$ cat src/hw/rtl/ssh_pkg.sv
// Widths, codes, constant tables and mixing functions for the SHA-256 hasher.
`timescale 1ns / 1ps
package ssh_pkg;

  localparam int unsigned WordW     = 32;
  localparam int unsigned ByteW     = 8;
  localparam int unsigned IdxW      = 3;
  localparam int unsigned BlockWords = 16;
  localparam int unsigned BlockBytes = 64;
  localparam int unsigned LengthPos = 56;
  localparam int unsigned Rounds    = 64;
  localparam int unsigned LenW      = 64;

  typedef logic [WordW-1:0] word_t;

  // tuser code on the input side
  localparam logic FuncAbsorb = 1'b0;
  localparam logic FuncFinish = 1'b1;

  localparam logic [ByteW-1:0] PadMark = 8'h80;

  localparam word_t HashInit [8] = '{
    32'h6a09e667, 32'hbb67ae85, 32'h3c6ef372, 32'ha54ff53a,
    32'h510e527f, 32'h9b05688c, 32'h1f83d9ab, 32'h5be0cd19};

  localparam word_t RoundK [Rounds] = '{
    32'h428a2f98, 32'h71374491, 32'hb5c0fbcf, 32'he9b5dba5, 32'h3956c25b, 32'h59f111f1,
    32'h923f82a4, 32'hab1c5ed5, 32'hd807aa98, 32'h12835b01, 32'h243185be, 32'h550c7dc3,
    32'h72be5d74, 32'h80deb1fe, 32'h9bdc06a7, 32'hc19bf174, 32'he49b69c1, 32'hefbe4786,
    32'h0fc19dc6, 32'h240ca1cc, 32'h2de92c6f, 32'h4a7484aa, 32'h5cb0a9dc, 32'h76f988da,
    32'h983e5152, 32'ha831c66d, 32'hb00327c8, 32'hbf597fc7, 32'hc6e00bf3, 32'hd5a79147,
    32'h06ca6351, 32'h14292967, 32'h27b70a85, 32'h2e1b2138, 32'h4d2c6dfc, 32'h53380d13,
    32'h650a7354, 32'h766a0abb, 32'h81c2c92e, 32'h92722c85, 32'ha2bfe8a1, 32'ha81a664b,
    32'hc24b8b70, 32'hc76c51a3, 32'hd192e819, 32'hd6990624, 32'hf40e3585, 32'h106aa070,
    32'h19a4c116, 32'h1e376c08, 32'h2748774c, 32'h34b0bcb5, 32'h391c0cb3, 32'h4ed8aa4a,
    32'h5b9cca4f, 32'h682e6ff3, 32'h748f82ee, 32'h78a5636f, 32'h84c87814, 32'h8cc70208,
    32'h90befffa, 32'ha4506ceb, 32'hbef9a3f7, 32'hc67178f2};

  function automatic word_t rotr(input word_t v, input int unsigned n);
    rotr = (v >> n) | (v << (WordW - n));
  endfunction

  function automatic word_t big_sig0(input word_t x);
    big_sig0 = rotr(x, 2) ^ rotr(x, 13) ^ rotr(x, 22);
  endfunction

  function automatic word_t big_sig1(input word_t x);
    big_sig1 = rotr(x, 6) ^ rotr(x, 11) ^ rotr(x, 25);
  endfunction

  function automatic word_t small_sig0(input word_t x);
    small_sig0 = rotr(x, 7) ^ rotr(x, 18) ^ (x >> 3);
  endfunction

  function automatic word_t small_sig1(input word_t x);
    small_sig1 = rotr(x, 17) ^ rotr(x, 19) ^ (x >> 10);
  endfunction

endpackage

$ cat src/hw/rtl/sha256_stream_hasher.sv
// SHA-256 stream hasher: byte absorb, padding, iterative compression, digest out.
//
//  channel | dir | tdata                | tuser           | tlast
//  s_axis  | in  | [7:0] data_byte      | [0] func        | -
//  m_axis  | out | [31:0] digest_word   | [2:0] word_index| last_word
//
// Absorb items are taken while idle; the 64th byte of a block starts a compression of
// 64 rounds through the single round unit, one cycle per round, plus the hash add.
// A finish item compresses the padded block, and a second block when the padding spills,
// then eight digest items leave one per cycle while m_axis_tready_i is high.
// Input is not ready while compressing or while the digest is out; output stalls
// simply hold the current word. Reset loads the initial hash values at once.
`timescale 1ns / 1ps
module sha256_stream_hasher (
  input  logic                       clk_i,
  input  logic                       rst_ni,
  input  logic                       s_axis_tvalid_i,
  output logic                       s_axis_tready_o,
  input  logic [ssh_pkg::ByteW-1:0]  s_axis_tdata_i,  // [7:0] data_byte
  input  logic                       s_axis_tuser_i,  // [0] func
  output logic                       m_axis_tvalid_o,
  input  logic                       m_axis_tready_i,
  output logic [ssh_pkg::WordW-1:0]  m_axis_tdata_o,  // [31:0] digest_word
  output logic [ssh_pkg::IdxW-1:0]   m_axis_tuser_o,  // [2:0] word_index
  output logic                       m_axis_tlast_o   // last_word
);
  import ssh_pkg::*;

  typedef enum logic [2:0] {StIdle, StRound, StFinal, StPad, StOut} state_e;
  typedef enum logic [1:0] {NxIdle, NxPad, NxOut} after_e;

  state_e               state_q;
  after_e               after_q;
  logic [5:0]           round_q;
  logic [5:0]           fill_q;
  logic [LenW-1:0]      total_q;
  logic [IdxW-1:0]      idx_q;
  word_t                hash_q [8];
  word_t                w_q [BlockWords];
  word_t                r_q [8];

  logic                 in_acc, out_acc, absorb, finish, block_full;
  logic [LenW-1:0]      bit_len;
  word_t                pad_w [BlockWords];
  word_t                pad2_w [BlockWords];
  word_t                r_d [8];
  word_t                t1, t2, w_new;

  assign s_axis_tready_o = (state_q == StIdle);
  assign m_axis_tvalid_o = (state_q == StOut);
  assign m_axis_tdata_o  = hash_q[0];
  assign m_axis_tuser_o  = idx_q;
  assign m_axis_tlast_o  = (idx_q == IdxW'(7));

  assign in_acc     = s_axis_tvalid_i && s_axis_tready_o;
  assign out_acc    = m_axis_tvalid_o && m_axis_tready_i;
  assign absorb     = in_acc && (s_axis_tuser_i == FuncAbsorb);
  assign finish     = in_acc && (s_axis_tuser_i == FuncFinish);
  assign block_full = (fill_q == 6'(BlockBytes - 1));
  assign bit_len    = {total_q[LenW-4:0], 3'b000};

  // padded blocks built in one go: keep held bytes, mark, zero the rest, bit length last
  always_comb begin
    for (int j = 0; j < BlockBytes; j++) begin
      if (6'(j) < fill_q) begin
        pad_w[j/4][(3 - j%4)*8 +: 8] = w_q[j/4][(3 - j%4)*8 +: 8];
      end else if (6'(j) == fill_q) begin
        pad_w[j/4][(3 - j%4)*8 +: 8] = PadMark;
      end else begin
        pad_w[j/4][(3 - j%4)*8 +: 8] = '0;
      end
    end
    if (fill_q < 6'(LengthPos)) begin
      pad_w[BlockWords-2] = bit_len[LenW-1:WordW];
      pad_w[BlockWords-1] = bit_len[WordW-1:0];
    end
    for (int k = 0; k < BlockWords; k++) begin
      pad2_w[k] = '0;
    end
    pad2_w[BlockWords-2] = bit_len[LenW-1:WordW];
    pad2_w[BlockWords-1] = bit_len[WordW-1:0];
  end

  // the shared round unit and the schedule expansion
  always_comb begin
    t1 = r_q[7] + big_sig1(r_q[4]) + ((r_q[4] & r_q[5]) ^ (~r_q[4] & r_q[6]))
       + RoundK[round_q] + w_q[0];
    t2 = big_sig0(r_q[0]) + ((r_q[0] & r_q[1]) ^ (r_q[0] & r_q[2]) ^ (r_q[1] & r_q[2]));
    r_d[0] = t1 + t2;
    r_d[1] = r_q[0];
    r_d[2] = r_q[1];
    r_d[3] = r_q[2];
    r_d[4] = r_q[3] + t1;
    r_d[5] = r_q[4];
    r_d[6] = r_q[5];
    r_d[7] = r_q[6];
    w_new  = small_sig1(w_q[14]) + w_q[9] + small_sig0(w_q[1]) + w_q[0];
  end

  // sequencer and hash state
  always_ff @(posedge clk_i or negedge rst_ni) begin
    if (!rst_ni) begin
      state_q <= StIdle;
      after_q <= NxIdle;
      round_q <= '0;
      fill_q  <= '0;
      total_q <= '0;
      idx_q   <= '0;
      for (int i = 0; i < 8; i++) begin
        hash_q[i] <= HashInit[i];
      end
    end else begin
      unique case (state_q)
        StIdle: begin
          round_q <= '0;
          if (absorb) begin
            fill_q  <= fill_q + 6'd1;
            total_q <= total_q + LenW'(1);
            if (block_full) begin
              after_q <= NxIdle;
              state_q <= StRound;
            end
          end else if (finish) begin
            after_q <= (fill_q >= 6'(LengthPos)) ? NxPad : NxOut;
            state_q <= StRound;
          end
        end
        StRound: begin
          round_q <= round_q + 6'd1;
          if (round_q == 6'(Rounds - 1)) begin
            state_q <= StFinal;
          end
        end
        StFinal: begin
          for (int i = 0; i < 8; i++) begin
            hash_q[i] <= hash_q[i] + r_q[i];
          end
          idx_q <= '0;
          unique case (after_q)
            NxIdle:  state_q <= StIdle;
            NxPad:   state_q <= StPad;
            NxOut:   state_q <= StOut;
            default: state_q <= StIdle;
          endcase
        end
        StPad: begin
          round_q <= '0;
          after_q <= NxOut;
          state_q <= StRound;
        end
        StOut: begin
          if (out_acc) begin
            idx_q <= idx_q + IdxW'(1);
            if (m_axis_tlast_o) begin
              for (int i = 0; i < 8; i++) begin
                hash_q[i] <= HashInit[i];
              end
              fill_q  <= '0;
              total_q <= '0;
              state_q <= StIdle;
            end else begin
              for (int i = 0; i < 7; i++) begin
                hash_q[i] <= hash_q[i+1];
              end
            end
          end
        end
        default: state_q <= StIdle;
      endcase
    end
  end

  // block buffer / schedule window and working variables
  always_ff @(posedge clk_i) begin
    if (absorb) begin
      w_q[fill_q[5:2]][{~fill_q[1:0], 3'b000} +: 8] <= s_axis_tdata_i;
    end
    if (absorb && block_full) begin
      r_q <= hash_q;
    end
    if (finish) begin
      w_q <= pad_w;
      r_q <= hash_q;
    end
    if (state_q == StPad) begin
      w_q <= pad2_w;
      r_q <= hash_q;
    end
    if (state_q == StRound) begin
      r_q <= r_d;
      for (int k = 0; k < BlockWords - 1; k++) begin
        w_q[k] <= w_q[k+1];
      end
      w_q[BlockWords-1] <= w_new;
    end
  end

endmodule

$ cat config.mk
export PLATFORM = sky130hd
export DESIGN_NAME = sha256_stream_hasher
export DESIGN_NICKNAME = d
export VERILOG_FILES = /design/src/hw/rtl/ssh_pkg.sv /design/src/hw/rtl/sha256_stream_hasher.sv
export SDC_FILE = /design/constraint.sdc
export NUM_CORES = 2
export LEC_CHECK = 0
export BUFFER_PORTS_ARGS = -buffer_cell sky130_fd_sc_hd__buf_2
export CORE_MARGIN = 1
export CORE_UTILIZATION = 30
export DETAILED_ROUTE_END_ITERATION = 6
export PLACE_DENSITY = 0.55
export SLEW_MARGIN = 20
export SYNTH_ARGS = -nofsm -noshare
export SYNTH_HDL_FRONTEND = slang
export SYNTH_SLANG_ARGS = --single-unit
$ cat constraint.sdc
create_clock -name clk_i -period 14.9 [get_ports clk_i]
set_input_delay 2.235 -clock clk_i [delete_from_list [all_inputs] [get_ports clk_i]]
set_output_delay 2.235 -clock clk_i [all_outputs]
set_load 0.02 [all_outputs]
==> results.cfg <==
[critical_path]
critical_path.startpoint = round_q[1]
slowest_stage = sky130_fd_sc_hd__fa_1
critical_path_launch_point_type = flop
critical_path.most_common_cell = sky130_fd_sc_hd__o21ai_0
crit_fanout = 20
crit_path_end_kind = flop
r2r_end = r_d[223]
worst-r2r-cell-count = 38
max_stage_delay_ns = 0.59
critical_path_class = flop to flop
ff2ff_setup_slack_ns = 5.17
regToRegStartpoint = round_q[1]
worstPathArrival_ns = 10.26
critical_path_required_ns = 15.43

[floorplan]
initial_utilization = 0.301
dieWidth_microns = 510
ioPinCount = 51
fp-row-count = 186
design.die.area_sq_um = 260000
design.core.area_sq_um = 257000
die_h_microns = 510

[status]
status = finished clean

[clock_tree]
cts-resized-gates = 0
cts_buffers = 121
clk_pin_slew_worst_paths_ns = 0.06
clk_latency_ns = 0.83
cts_htree_levels = 3
cts_tree = yes
cts_hold_buffers = 0
post_cts.repair.setup_buffers = 0
cts.sink_count = 1105
clk_root_buffer_cell = sky130_fd_sc_hd__clkbuf_16
clk_path_buf_depth = 3

[cells_and_area]
layout.nets = 9010
most_common_cell_after_layout_fill_and_taps_aside = sky130_fd_sc_hd__nand2_1
syn2layout_area_growth_pct = 10.4
mostFrequentLayoutCells = sky130_fd_sc_hd__nand2_1 (1598), sky130_fd_sc_hd__o21ai_0 (943), sky130_fd_sc_hd__edfxtp_1 (768)
post_route_cells_drive_above_1_share = 0.0741
finalNonFillerCells = 11900
fill_cells = 26400

[synthesis]
post_synth.cell_area_avg_sq_um = 9.00
cell_count_after_synthesis = 8590
synth-seq-cells = 1105
syn_nets = 9200
async_flop_share = 0.305
synth_enable_flop_cells = 768
synth_top_flop_cell = sky130_fd_sc_hd__edfxtp_1
netlist-cell-type-count = 100
yosysWarningCount = 0
ys_seq_area_frac = 0.409
synth.cell_area_sq_um = 77300

[placed_design]
detailed_place_hpwl_microns = 211000
place.port_buffers = 50
gpl.final_weighted_congestion = 0.972
post-place-cells = 11700

[global_routing]
global_route.usage.total = 0.221
grt_antenna_before_repair = 5
grt_pass1_wl_microns = 431000
grt_pass1_vias = 64500
grt_overflow = 0
grt_max_degree = 224

[job]
cap_violations = 0

[min_path]
worstHoldPathType = flop to flop
hold_end = hash_q[132]
timing.hold.worst_path_depth = 2
worst_hold_startpoint = hash_q[132]

[timing]
layout_min_cycle_time_ns = 9.73
tightest_slew_ns = 1.28
finalClockSkew_ns = 0.0972
report.final.hold_viol_count = 0
achievable-frequency_mhz = 103
slew_viol_final = 0
worst_hold_slack_ns = 0.480
rsz_0062_raised_after_global_routing = no
finalCritPeriodShare = 0.653
setup_viol = 0
timing.slew.headroom = 0.136
setup_total_negative_slack_ns = 0

[routing]
vias = 65500
vias_per_cell = 5.51
ant_nets = 0
route.detailed.wl_per_inst_microns = 24.6
drt_drc_violations_left = 0
detailedRoute.firstIterationViolations = 6814
drt-pass1-iter-count = 6
detail_route.wirelength_microns = 292000
==> layout make-up <==
class	instances	area, sq um	share of cell area
multi-input cells	6472	42000	0.491
inverters	524	1970	0.0231
well taps	3384	4230	0.0496
repair buffers	176	1260	0.0148
clock buffers	153	3230	0.0378
clock inverters	76	1080	0.0127
diodes	1	2.50	0.0000293
flip-flops and latches	1105	31700	0.371
==> metal layers <==
layer  routed length (microns)  share of wire  GRT usage
met5                        33        0.00011          0
met4                     16600          0.057      0.113
met3                     20700          0.071     0.0328
met2                    132000           0.45      0.354
met1                    123000           0.42      0.289
==> through the flow <==
stage	utilization	worst slack (ns)	area, sq um
6_report	0.333	5.17	85400
3_5_place_dp	0.316	5.36	81100
2_1_floorplan	-	3.82	77400
4_1_cts	0.333	5.32	85400
3_3_place_gp	0.316	5.28	81000
5_1_grt	0.333	4.51	85400
==> synthesized netlist by cell type, drive strengths merged (68+ instances only) <==
library cell	number	area, sq um
clkbuf	425	1600
ha	402	5030
dfstp	136	3570
nor2	498	1870
nand2b	68	425
a211oi	73	548
a21o	188	1410
nand3	141	706
nor3	135	681
inv	522	1960
dfrtp	201	5030
a31oi	115	719
nand2	1602	6010
xor2	248	2170
o22ai	86	538
xnor2	346	3030
a21oi	463	2320
fa	195	3900
o21ai	953	4770
edfxtp	768	23100
and3	93	587
==> worst max path at each step <==
stage	to	slack, ns	depth (start not counted)
global route	r_d[223]	4.51	38
floorplan	r_d[0]	3.82	6
finish	r_d[223]	5.17	38
CTS	r_d[223]	5.32	38
global placement	r_d[223]	5.28	38
detailed placement	r_d[223]	5.36	38
==> critical path, delay by kind of cell, from the launching register on <==
kind / cells / cell delay (ns)
buf+inv: 5 / 0.78
compound gates: 19 / 3.77
fa+ha+maj: 6 / 2.51
xor+xnor: 2 / 0.47
flops: 1 / 0.36
simple gates: 6 / 1.53
==> logic make-up (layout without fill, tap and decap cells) <==
| family | after synthesis | in the layout | synth area share |
|---|---|---|---|
| AO/OA/AOI/OAI | 2426 | 2426 | 0.193 |
| multiplexers | 54 | 54 | 0.00810 |
| XOR/XNOR | 594 | 594 | 0.0673 |
| adder cells (fa/ha/maj) | 600 | 600 | 0.116 |
| other | 0 | 1 | 0 |
| flip-flops | 1105 | 1105 | 0.409 |
| AND/OR/NAND/NOR | 2798 | 2798 | 0.156 |
| buffers and inverters | 1013 | 929 | 0.0507 |
==> state kept, by name (all words and copies together) (netlist names), 6 cells and up <==
name and count:
fill_q 6, r_q 64, round_q 6, total_q 61, r_d 192, m_axis_tdata_o 32
w_q 512, hash_q 224
Power is left out: the tool's default activity adds up to more than one toggle a clock period on the data nets, which glitch-free logic cannot reach.
